$ cat src/design/als_pkg.sv
package als_pkg;

  localparam int unsigned ALS_DEPTH = 64;

  localparam int unsigned WORD_W = 32;
  localparam int unsigned FUNC_W = 3;
  localparam int unsigned POS_W  = 7;
  localparam int unsigned ERR_W  = 3;

  // func, value, position, count packed, padded to whole bytes
  localparam int unsigned IN_FIELDS_W  = FUNC_W + WORD_W + POS_W + POS_W;
  localparam int unsigned IN_TDATA_W   = ((IN_FIELDS_W + 7) / 8) * 8;
  // data, length_now, error packed, padded to whole bytes
  localparam int unsigned OUT_FIELDS_W = WORD_W + POS_W + ERR_W;
  localparam int unsigned OUT_TDATA_W  = ((OUT_FIELDS_W + 7) / 8) * 8;

  typedef enum logic [FUNC_W-1:0] {
    FN_APPEND     = 3'd0,
    FN_INSERT     = 3'd1,
    FN_REM_LAST   = 3'd2,
    FN_REM_COUNT  = 3'd3,
    FN_TRIM       = 3'd4,
    FN_READ_POS   = 3'd5,
    FN_READ_LAST  = 3'd6
  } func_t;

  typedef enum logic [ERR_W-1:0] {
    ERR_OK        = 3'd0,
    ERR_EMPTY     = 3'd1,
    ERR_RANGE     = 3'd2,
    ERR_REM_EMPTY = 3'd3,
    ERR_REM_MANY  = 3'd4,
    ERR_TRIM      = 3'd5,
    ERR_FULL      = 3'd6
  } err_t;

  typedef enum logic [2:0] {
    ST_IDLE,
    ST_EXEC,
    ST_READ,
    ST_SHIFT,
    ST_FILL,
    ST_DONE
  } state_t;

endpackage

$ cat src/design/array_list_store.sv
// append, remove, trim and errors pass ST_EXEC then ST_DONE; reads pass ST_EXEC, ST_READ,
// ST_DONE; an insert below the length walks ST_SHIFT from the top word to the position,
// then ST_FILL, one word at a time through the single read and write port.
// a new item is taken only in ST_IDLE, once ST_DONE has registered the result.
// reset: rst_n (synchronous, active low) empties the list and clears the handshake state;
// the word store is not cleared, entries above the length are never read.
module array_list_store
  import als_pkg::*;
#(
  parameter int unsigned DEPTH = ALS_DEPTH
) (
  input  logic                   clk,
  input  logic                   rst_n,
  input  logic                   in_tvalid,
  output logic                   in_tready,
  // func [2:0], value [34:3], position [41:35], count [48:42], zero pad above
  input  logic [IN_TDATA_W-1:0]  in_tdata,
  output logic                   out_tvalid,
  input  logic                   out_tready,
  // data [31:0], length_now [38:32], error [41:39], zero pad above
  output logic [OUT_TDATA_W-1:0] out_tdata
);

  localparam int unsigned AW = (DEPTH > 1) ? $clog2(DEPTH) : 1;
  localparam int unsigned LW = $clog2(DEPTH + 1);
  localparam int unsigned CW = (LW > POS_W) ? LW : POS_W;

  logic [WORD_W-1:0] mem [DEPTH];
  logic [WORD_W-1:0] rd_q;
  logic              mem_we;
  logic [AW-1:0]     mem_waddr;
  logic [AW-1:0]     mem_raddr;
  logic [WORD_W-1:0] mem_wdata;

  state_t                 state_r, state_nxt;
  logic [LW-1:0]          len_r, len_nxt;
  func_t                  func_r, func_nxt;
  logic [WORD_W-1:0]      value_r, value_nxt;
  logic [POS_W-1:0]       pos_r, pos_nxt;
  logic [POS_W-1:0]       count_r, count_nxt;
  logic [AW-1:0]          rd_idx_r, rd_idx_nxt;
  logic [WORD_W-1:0]      res_data_r, res_data_nxt;
  err_t                   res_err_r, res_err_nxt;
  logic                   out_tvalid_r, out_tvalid_nxt;
  logic [OUT_TDATA_W-1:0] out_tdata_r, out_tdata_nxt;

  logic [CW-1:0] len_x, pos_x, cnt_x;
  logic [LW-1:0] len_m1;
  logic [AW-1:0] pos_addr;
  logic          full, empty;

  assign len_x    = CW'(len_r);
  assign pos_x    = CW'(pos_r);
  assign cnt_x    = CW'(count_r);
  assign len_m1   = len_r - LW'(1);
  assign pos_addr = pos_x[AW-1:0];
  assign full     = (len_r == LW'(DEPTH));
  assign empty    = (len_r == '0);

  always_ff @(posedge clk) begin
    if (mem_we) begin
      mem[mem_waddr] <= mem_wdata;
    end
    rd_q <= mem[mem_raddr];
  end

  always_ff @(posedge clk) begin
    if (!rst_n) begin
      state_r      <= ST_IDLE;
      len_r        <= '0;
      out_tvalid_r <= 1'b0;
    end else begin
      state_r      <= state_nxt;
      len_r        <= len_nxt;
      out_tvalid_r <= out_tvalid_nxt;
    end
  end

  always_ff @(posedge clk) begin
    func_r      <= func_nxt;
    value_r     <= value_nxt;
    pos_r       <= pos_nxt;
    count_r     <= count_nxt;
    rd_idx_r    <= rd_idx_nxt;
    res_data_r  <= res_data_nxt;
    res_err_r   <= res_err_nxt;
    out_tdata_r <= out_tdata_nxt;
  end

  always_comb begin
    state_nxt      = state_r;
    len_nxt        = len_r;
    func_nxt       = func_r;
    value_nxt      = value_r;
    pos_nxt        = pos_r;
    count_nxt      = count_r;
    rd_idx_nxt     = rd_idx_r;
    res_data_nxt   = res_data_r;
    res_err_nxt    = res_err_r;
    out_tvalid_nxt = out_tvalid_r && !out_tready;
    out_tdata_nxt  = out_tdata_r;
    in_tready      = 1'b0;
    mem_we         = 1'b0;
    mem_waddr      = len_r[AW-1:0];
    mem_wdata      = value_r;
    mem_raddr      = pos_addr;

    case (state_r)
      ST_IDLE: begin
        in_tready = 1'b1;
        if (in_tvalid) begin
          func_nxt  = func_t'(in_tdata[FUNC_W-1:0]);
          value_nxt = in_tdata[FUNC_W +: WORD_W];
          pos_nxt   = in_tdata[FUNC_W + WORD_W +: POS_W];
          count_nxt = in_tdata[FUNC_W + WORD_W + POS_W +: POS_W];
          state_nxt = ST_EXEC;
        end
      end

      ST_EXEC: begin
        res_data_nxt = '0;
        res_err_nxt  = ERR_OK;
        state_nxt    = ST_DONE;
        case (func_r)
          FN_APPEND: begin
            if (full) begin
              res_err_nxt = ERR_FULL;
            end else begin
              mem_we  = 1'b1;
              len_nxt = len_r + LW'(1);
            end
          end
          FN_INSERT: begin
            if (full) begin
              res_err_nxt = ERR_FULL;
            end else if (pos_x > len_x) begin
              res_err_nxt = ERR_RANGE;
            end else if (pos_x == len_x) begin
              mem_we    = 1'b1;
              mem_waddr = pos_addr;
              len_nxt   = len_r + LW'(1);
            end else begin
              // walk down from the top, each word moves up one slot
              mem_raddr  = len_m1[AW-1:0];
              rd_idx_nxt = len_m1[AW-1:0];
              state_nxt  = ST_SHIFT;
            end
          end
          FN_REM_LAST: begin
            if (empty) begin
              res_err_nxt = ERR_REM_EMPTY;
            end else begin
              len_nxt = len_m1;
            end
          end
          FN_REM_COUNT: begin
            if (cnt_x > len_x) begin
              res_err_nxt = ERR_REM_MANY;
            end else begin
              len_nxt = LW'(len_x - cnt_x);
            end
          end
          FN_TRIM: begin
            if (cnt_x > len_x) begin
              res_err_nxt = ERR_TRIM;
            end else begin
              len_nxt = LW'(cnt_x);
            end
          end
          FN_READ_POS: begin
            if (empty) begin
              res_err_nxt = ERR_EMPTY;
            end else if (pos_x >= len_x) begin
              res_err_nxt = ERR_RANGE;
            end else begin
              mem_raddr = pos_addr;
              state_nxt = ST_READ;
            end
          end
          FN_READ_LAST: begin
            if (empty) begin
              res_err_nxt = ERR_EMPTY;
            end else begin
              mem_raddr = len_m1[AW-1:0];
              state_nxt = ST_READ;
            end
          end
          default: begin
            // unused code: no change, plain ok result
          end
        endcase
      end

      ST_READ: begin
        res_data_nxt = rd_q;
        state_nxt    = ST_DONE;
      end

      ST_SHIFT: begin
        // word read last cycle lands one slot higher
        mem_we    = 1'b1;
        mem_waddr = rd_idx_r + AW'(1);
        mem_wdata = rd_q;
        if (rd_idx_r == pos_addr) begin
          state_nxt = ST_FILL;
        end else begin
          mem_raddr  = rd_idx_r - AW'(1);
          rd_idx_nxt = rd_idx_r - AW'(1);
        end
      end

      ST_FILL: begin
        mem_we    = 1'b1;
        mem_waddr = pos_addr;
        len_nxt   = len_r + LW'(1);
        state_nxt = ST_DONE;
      end

      ST_DONE: begin
        if (!out_tvalid_r || out_tready) begin
          out_tvalid_nxt = 1'b1;
          out_tdata_nxt  = {{(OUT_TDATA_W - OUT_FIELDS_W){1'b0}},
                            res_err_r, len_x[POS_W-1:0], res_data_r};
          state_nxt      = ST_IDLE;
        end
      end

      default: begin
        state_nxt = ST_IDLE;
      end
    endcase
  end

  assign out_tvalid = out_tvalid_r;
  assign out_tdata  = out_tdata_r;

endmodule
$ cat config.mk
export PLATFORM = sky130hd
export DESIGN_NAME = array_list_store
export DESIGN_NICKNAME = d
export VERILOG_FILES = /design/src/design/als_pkg.sv /design/src/design/array_list_store.sv
export SDC_FILE = /design/constraint.sdc
export NUM_CORES = 2
export LEC_CHECK = 0
export BUFFER_PORTS_ARGS = -buffer_cell sky130_fd_sc_hd__buf_2
export CAP_MARGIN = 0
export CORE_MARGIN = 5
export CORE_UTILIZATION = 35
export CTS_CLUSTER_SIZE = 25
export DETAILED_ROUTE_END_ITERATION = 6
export GPL_TIMING_DRIVEN = 0
export REMOVE_ABC_BUFFERS = 1
export SLEW_MARGIN = 20
export SYNTH_ARGS = -nofsm -noshare
export SYNTH_HDL_FRONTEND = slang
export SYNTH_SLANG_ARGS = --single-unit
$ cat constraint.sdc
create_clock -name clk -period 6.1 [get_ports clk]
set_input_delay 1.525 -clock clk [delete_from_list [all_inputs] [get_ports clk]]
set_output_delay 1.525 -clock clk [all_outputs]
set_load 0.01 [all_outputs]
## Yosys cells after proc, flatten, opt, wreduce, memory -nomap -nowiden

Memory sizes are Yosys's and may differ from the RTL's. A register that Yosys moved wholly into a read port is not among the register bits.
Cells that the tools add are included.

- Output and inout port bits: 50
- Flip-flop bits (word level): 143
- Input bits: 60
- Memories: 1
- Word-level logic and storage cells: 128
- Memory bits (writable): 2048

- Add/subtract/negate cells: 5
- Muxes and demuxes: 61
- Order comparisons: 3
- Eq/ne operators: 30
- Reductions and logical operators: 17

Memory list:

| memory | depth | width | rd ports | clocked after Yosys merged registers in | wr ports | RTL line | RTL |
|---|---|---|---|---|---|---|---|
| mem | 64 | 32 | 1 | 1 | 1 | array_list_store.sv:28 | `logic [WORD_W-1:0] mem [DEPTH];` |

Operators with widths:

| operator | count |
|---|---|
| $mux W6 | 14 |
| $pmux W32 S2 | 1 |
| $mux W7 | 7 |
| $mux W3 | 13 |
| $pmux W6 S2 | 3 |
| $pmux W7 S5 | 1 |
| $mux W32 | 1 |
| $ne A3 B3 Y1 const B | 7 |
| $pmux W3 S7 | 1 |
| $pmux W6 S3 | 1 |
| $eq A3 B3 Y1 const B | 5 |
| $pmux W3 S5 | 1 |
| $gt A7 B7 Y1 | 2 |
| $ne A2 B2 Y1 const B | 7 |
| $pmux W7 S2 | 1 |
| $eq A3 B2 Y1 const B | 4 |
| $mux W1 | 10 |
| $pmux W3 S3 | 1 |
| $reduce_and A9 Y1 | 1 |
| $mux W2 | 4 |
| $add A7 B1 Y7 const B | 1 |
| $eq A7 B7 Y1 | 1 |
| $eq A7 B7 Y1 const B | 1 |
| $ge A7 B7 Y1 | 1 |
| other kinds (19) | 27 |

## Depth between registers and ports, before layout

- Depth in word-level cells: 8
- Mapped depth: 19
- Mapped depth without buffers: 14

## Least setup slack after synthesis

Ideal clock, no wire load.

- Path type: register to register
- Start: register len_r[0]
- End: memory mem[17][0] (enable)
- Buffers on the path: 1
- Data arrival time: 3956 ps
- Required time: 5679 ps
- Clock period less this slack: 4377 ps
- Cell stages (with the launch flop): 13
- Setup time: 421 ps
- Setup slack: 1723 ps
- Cells stage by stage: dfxtp_1 -> clkbuf_1 -> inv_1 -> ha_1 -> nor3b_2 -> a31o_2 -> nor2_1 -> a221oi_1 -> a21oi_1 -> a221o_1 -> nor2b_1 -> nand2b_1 -> nor2_1

- Longest elaborated chain between the ends: 8
- Elaborated cells between the ends (all ways): 16
- Classes of those cells: 1 x order compare; 2 x eq/ne; 13 x mux

Ends and longest elaborated chain:

| what | RTL line | RTL |
|---|---|---|
| from (decl) | array_list_store.sv:36 | `logic [LW-1:0] len_r, len_nxt;` |
| from (signal assigned) | array_list_store.sv:74 | `len_r <= len_nxt;` |
| parallel branches: the longest is 8 deep, another holds $gt A7 B7 Y1 | -- |  |
| to (decl) | array_list_store.sv:28 |  |

Several ways; the timed one is not identified.

## Final worst setup path

- Start: register len_r[0]
- End: register rd_q[4] (read register of mem)

- Longest elaborated chain between the ends: 6
- Elaborated cells between the ends (all ways): 11
- Classes of those cells: 1 x add/sub; 1 x order compare; 2 x eq/ne; 6 x mux; 1 x reduce/logical

Ends and longest elaborated chain:

| what | RTL line | RTL |
|---|---|---|
| $sub A7 B1 Y7 / $eq A7 B7 Y1 (equally long branches) | array_list_store.sv:55, array_list_store.sv:138 |  |
| $mux W6 | array_list_store.sv:138 | `end else if (pos_x == len_x) begin` |
| $mux W6 | array_list_store.sv:136 | `end else if (pos_x > len_x) begin` |
| $mux W6 | array_list_store.sv:134 | `if (full) begin` |
| $pmux W6 S2 * | array_list_store.sv:124 | `case (func_r)` |
| $pmux W6 S2 * | array_list_store.sv:108 | `case (state_r)` |
| to (decl) | array_list_store.sv:29 | `logic [WORD_W-1:0] rd_q;` |

Mark *: on every way between the ends. The rest lies on a longest branch, timed or not.
A chain may end at the register's enable or synchronous reset.

==> metrics.md <==
| Metric | Value |
|---|---|
| Status | finished clean |
| FF+latch count, synth | 2223 |
| # port buffers | 96 |
| Die area | 0.257 mm² |
| Max VDD drop | 0.322 mV |
| Yosys cell types | slightly above 80 |
| Clock slew seen by the registers of the worst setup and hold paths | 0.06 ns |
| Syn_area_per_cell | 17.1 µm² |
| CTS Buf Count | 217 |
| Slowest cell delay on critical path | 0.62 ns |
| Worst Path Max Fanout | 45 |
| Max-cap violations | 0 |
| First-pass GRT wire length | ~370000 µm |
| CTS Hold Buffers Added | 0 |
| Worst skew pair latency | 0.86 ns |
| Worst hold margin | ~0.42 ns |
| Mean routed wirelength per cell | 30.3 µm |
| Root Buffer | clkbuf_16 |
| Initial antenna violation count | 6 |
| Fraction of registers with async set/reset | 0 |
| Number of flops mapped to enable cells by yosys | approximately 2.2k |
| Drt drc | 0 |
| Vias | 50.6k |
| Critical Path, Cell by Cell | inv_1 -> ha_1 -> nor3b_2 -> a31o_2 -> a211oi_4 -> o31ai_1 -> a221o_4 -> buf_16 -> buf_16 -> buf_16 -> nor2_4 -> buf_16 -> buf_16 -> a32oi_1 -> and3_1 -> a31oi_1 -> o2111ai_1 |
| Placed cells | 8407 |
| Final clock skew | 0.0496 ns |
| Total grt overflow | 0 |
| Crit Path Class | reg2reg |
| Max-slew headroom | 0.308 |
| Top cell by count, worst path | buf_16 |
| Pin count of the biggest net entering global routing | 56 |
| DPL Wire Length | 179000 µm |
| HP Start | res_err_r[2] |
| Die height | roughly 500 µm |
| Leak pwr | 0.0340 µW |
| Number of global-route vias before repair | 48.8k |
| Syn Inst Count | around 5.0k |
| Layout cells sized above 1 | 0.211 |
| Critical path launch point | len_r[0] |
| H-Tree Depth | 4 |
| Critical path's top delay family | compound AO/OA/AOI/OAI gates |
| Gp weighted congestion | between 0.8 and 0.9 |
| Clock sink count | 2223 |
| Setup crit end kind | register |
| Slew Viols, Final | 0 |
| Initial Utilization | 0.351 |
| Placed inst area | 0.0974 mm² |
| Final setup viols | 0 |
| Iteration-0 DRC Markers | 7095 |
| Sequential area share after synthesis | 0.768 |
| Synth top area share | 0.758 |
| Area delta synth->final | 21.0% |
| CTS tree | done |
| F_max | 0.165 GHz |
| Arr. time, crit path | just under 7 ns |
| Slack of the critical path | 0.0520 ns |
| Synth cell count leaders | edfxtp_1, nand2_1, mux4_2, nand3_1, clkbuf_1 |
| Number of I/O pins | 110 |
| Post-placement setup slack | -0.149 ns |
| Routed WL | 267000 µm |
| Drt via density | roughly 5.7 |
| Post-Syn Area | 0.0863 mm² |
| Fin crit period | 6.05 ns |
| Drt pass-1 iters | 7 |
| ANT nets after route | 0 |
| Count leader, synth | edfxtp_1 |
| CP Data Required Time | 6.82 ns |
| RSZ-0062 raised after global routing | no |
| Top post-synthesis cells by area | edfxtp_1, mux4_2, nand2_1 |
| Least-Margin Pin Slew | 1.03 ns |
| Final nets | 5488 |
| Final Cycle Share | 0.991 |
| Die width | 507 µm |
| Fill count | 20.9k |
| Final hold vios | 0 |
| Worst R2R Start | len_r[0] |
| YS warnings | 0 |
| Num rows | 182 |
| Area leader, netlist | edfxtp_1 |
| GRT Util Overall | 0.203 |
| HP Class | reg2reg |
| Startpoint type of the worst setup path | register |
| Power per cell area | 395 mW/mm² |
| WP buf/inv | 6 |
| Prevailing post-synth register cell | edfxtp_1 |
| Clock buffer depth | 3 |
| Slowest cell on crit path | a221o_4 |
| Core area | 0.246 mm² |
| Final instance area | 0.104 mm² |
| Final non-filler cell total | 8812 |
==> what timing repair did <==
action	in CTS	in global routing
cloned	0	1
pin swaps	0	1
gates resized for setup	2	2
setup buffers	0	2
endpoints found under the setup margin	2	7
endpoints found under the hold margin	0	0
==> stage by stage <==
stage	total power [µW]	util	TNS, ns
3_5_place_dp	28200	0.396	-0.233
5_1_grt	42600	0.425	0
3_3_place_gp	27200	0.364	-9089.88
6_report	41200	0.425	0
4_1_cts	41300	0.425	0
2_1_floorplan	24300	-	-615.87
==> where the power goes <==
group | internal (µW) | total, µW | switching [µW]
clock network | 7440 | 13200 | 5750
logic | 3810 | 10100 | 6320
registers | 17700 | 17900 | 236
total | 28900 | 41200 | 12300
==> state kept, by name, summed over array words and instances (netlist names), 6 cells and up <==
name	flops
rd_q	32
rd_idx_r	6
mem	2048
out_tdata	42
value_r	32
pos_r	7
cnt_x	7
len_r	7
res_data_r	32
==> cell families after synthesis <==
kind of cell	synth area share
buf+inv	0.0174
compound gates	0.0415
other cells	0.0000434
simple gates	0.0819
xor+xnor	0.00223
mux	0.0858
fa+ha+maj	0.00284
flops	0.768
==> worst paths after layout <==
| check | to | slack [ns] | depth (start not counted) |
|---|---|---|---|
| min | out_tdata[41] | 0.42 | 0 |
| min reg2reg | out_tdata[41] | 0.42 | 0 |
| max reg2reg | rd_q[4] | 0.05 | 17 |
| max | rd_q[4] | 0.05 | 17 |
==> layer usage <==
layer  up-vias  routed length [µm]  global-route usage
met1     26400              103000               0.274
li1      20600                   -                   -
met4         2               11300              0.0786
met3       588               29300              0.0499
met5         -                  12                   0
met2      3036              123000               0.317
==> placed cells by master, fill, tap and decap left out, types with 23 or more instances in the layout <==
cell and n:
a21oi_1 105, a22oi_1 99, a311oi_1 29, a31oi_1 43
a32oi_1 43, and2_1 39, and3_1 81, buf_12 118
buf_16 141, buf_2 104, buf_4 38, buf_6 24
clkbuf_1 59, clkbuf_16 219, clkinv_1 45, clkinv_2 31
dfxtp_1 42, edfxtp_1 2180, inv_1 23, mux2i_1 102
mux4_2 281, nand2_1 843, nand2_2 32, nand3_1 263
nand4_1 65, nor2_1 38, nor2_4 75, o21ai_0 59
==> final cells by class <==
| class | instances | area [µm²] | area share |
|---|---|---|---|
| Clock buffer | 290 | 5870 | 0.0562 |
| Clock inverter | 110 | 1110 | 0.0106 |
| Timing Repair Buffer | 445 | 7620 | 0.0730 |
| Tap cell | 3220 | 4030 | 0.0386 |
| Sequential cell | 2223 | 66300 | 0.635 |
| Antenna cell | 2 | 5.00 | 0.0000479 |
| Inverter | 23 | 86.3 | 0.000827 |
| Multi-Input combinational cell | 2499 | 19400 | 0.186 |
No activity file was read; power rests on OpenSTA's default activity.
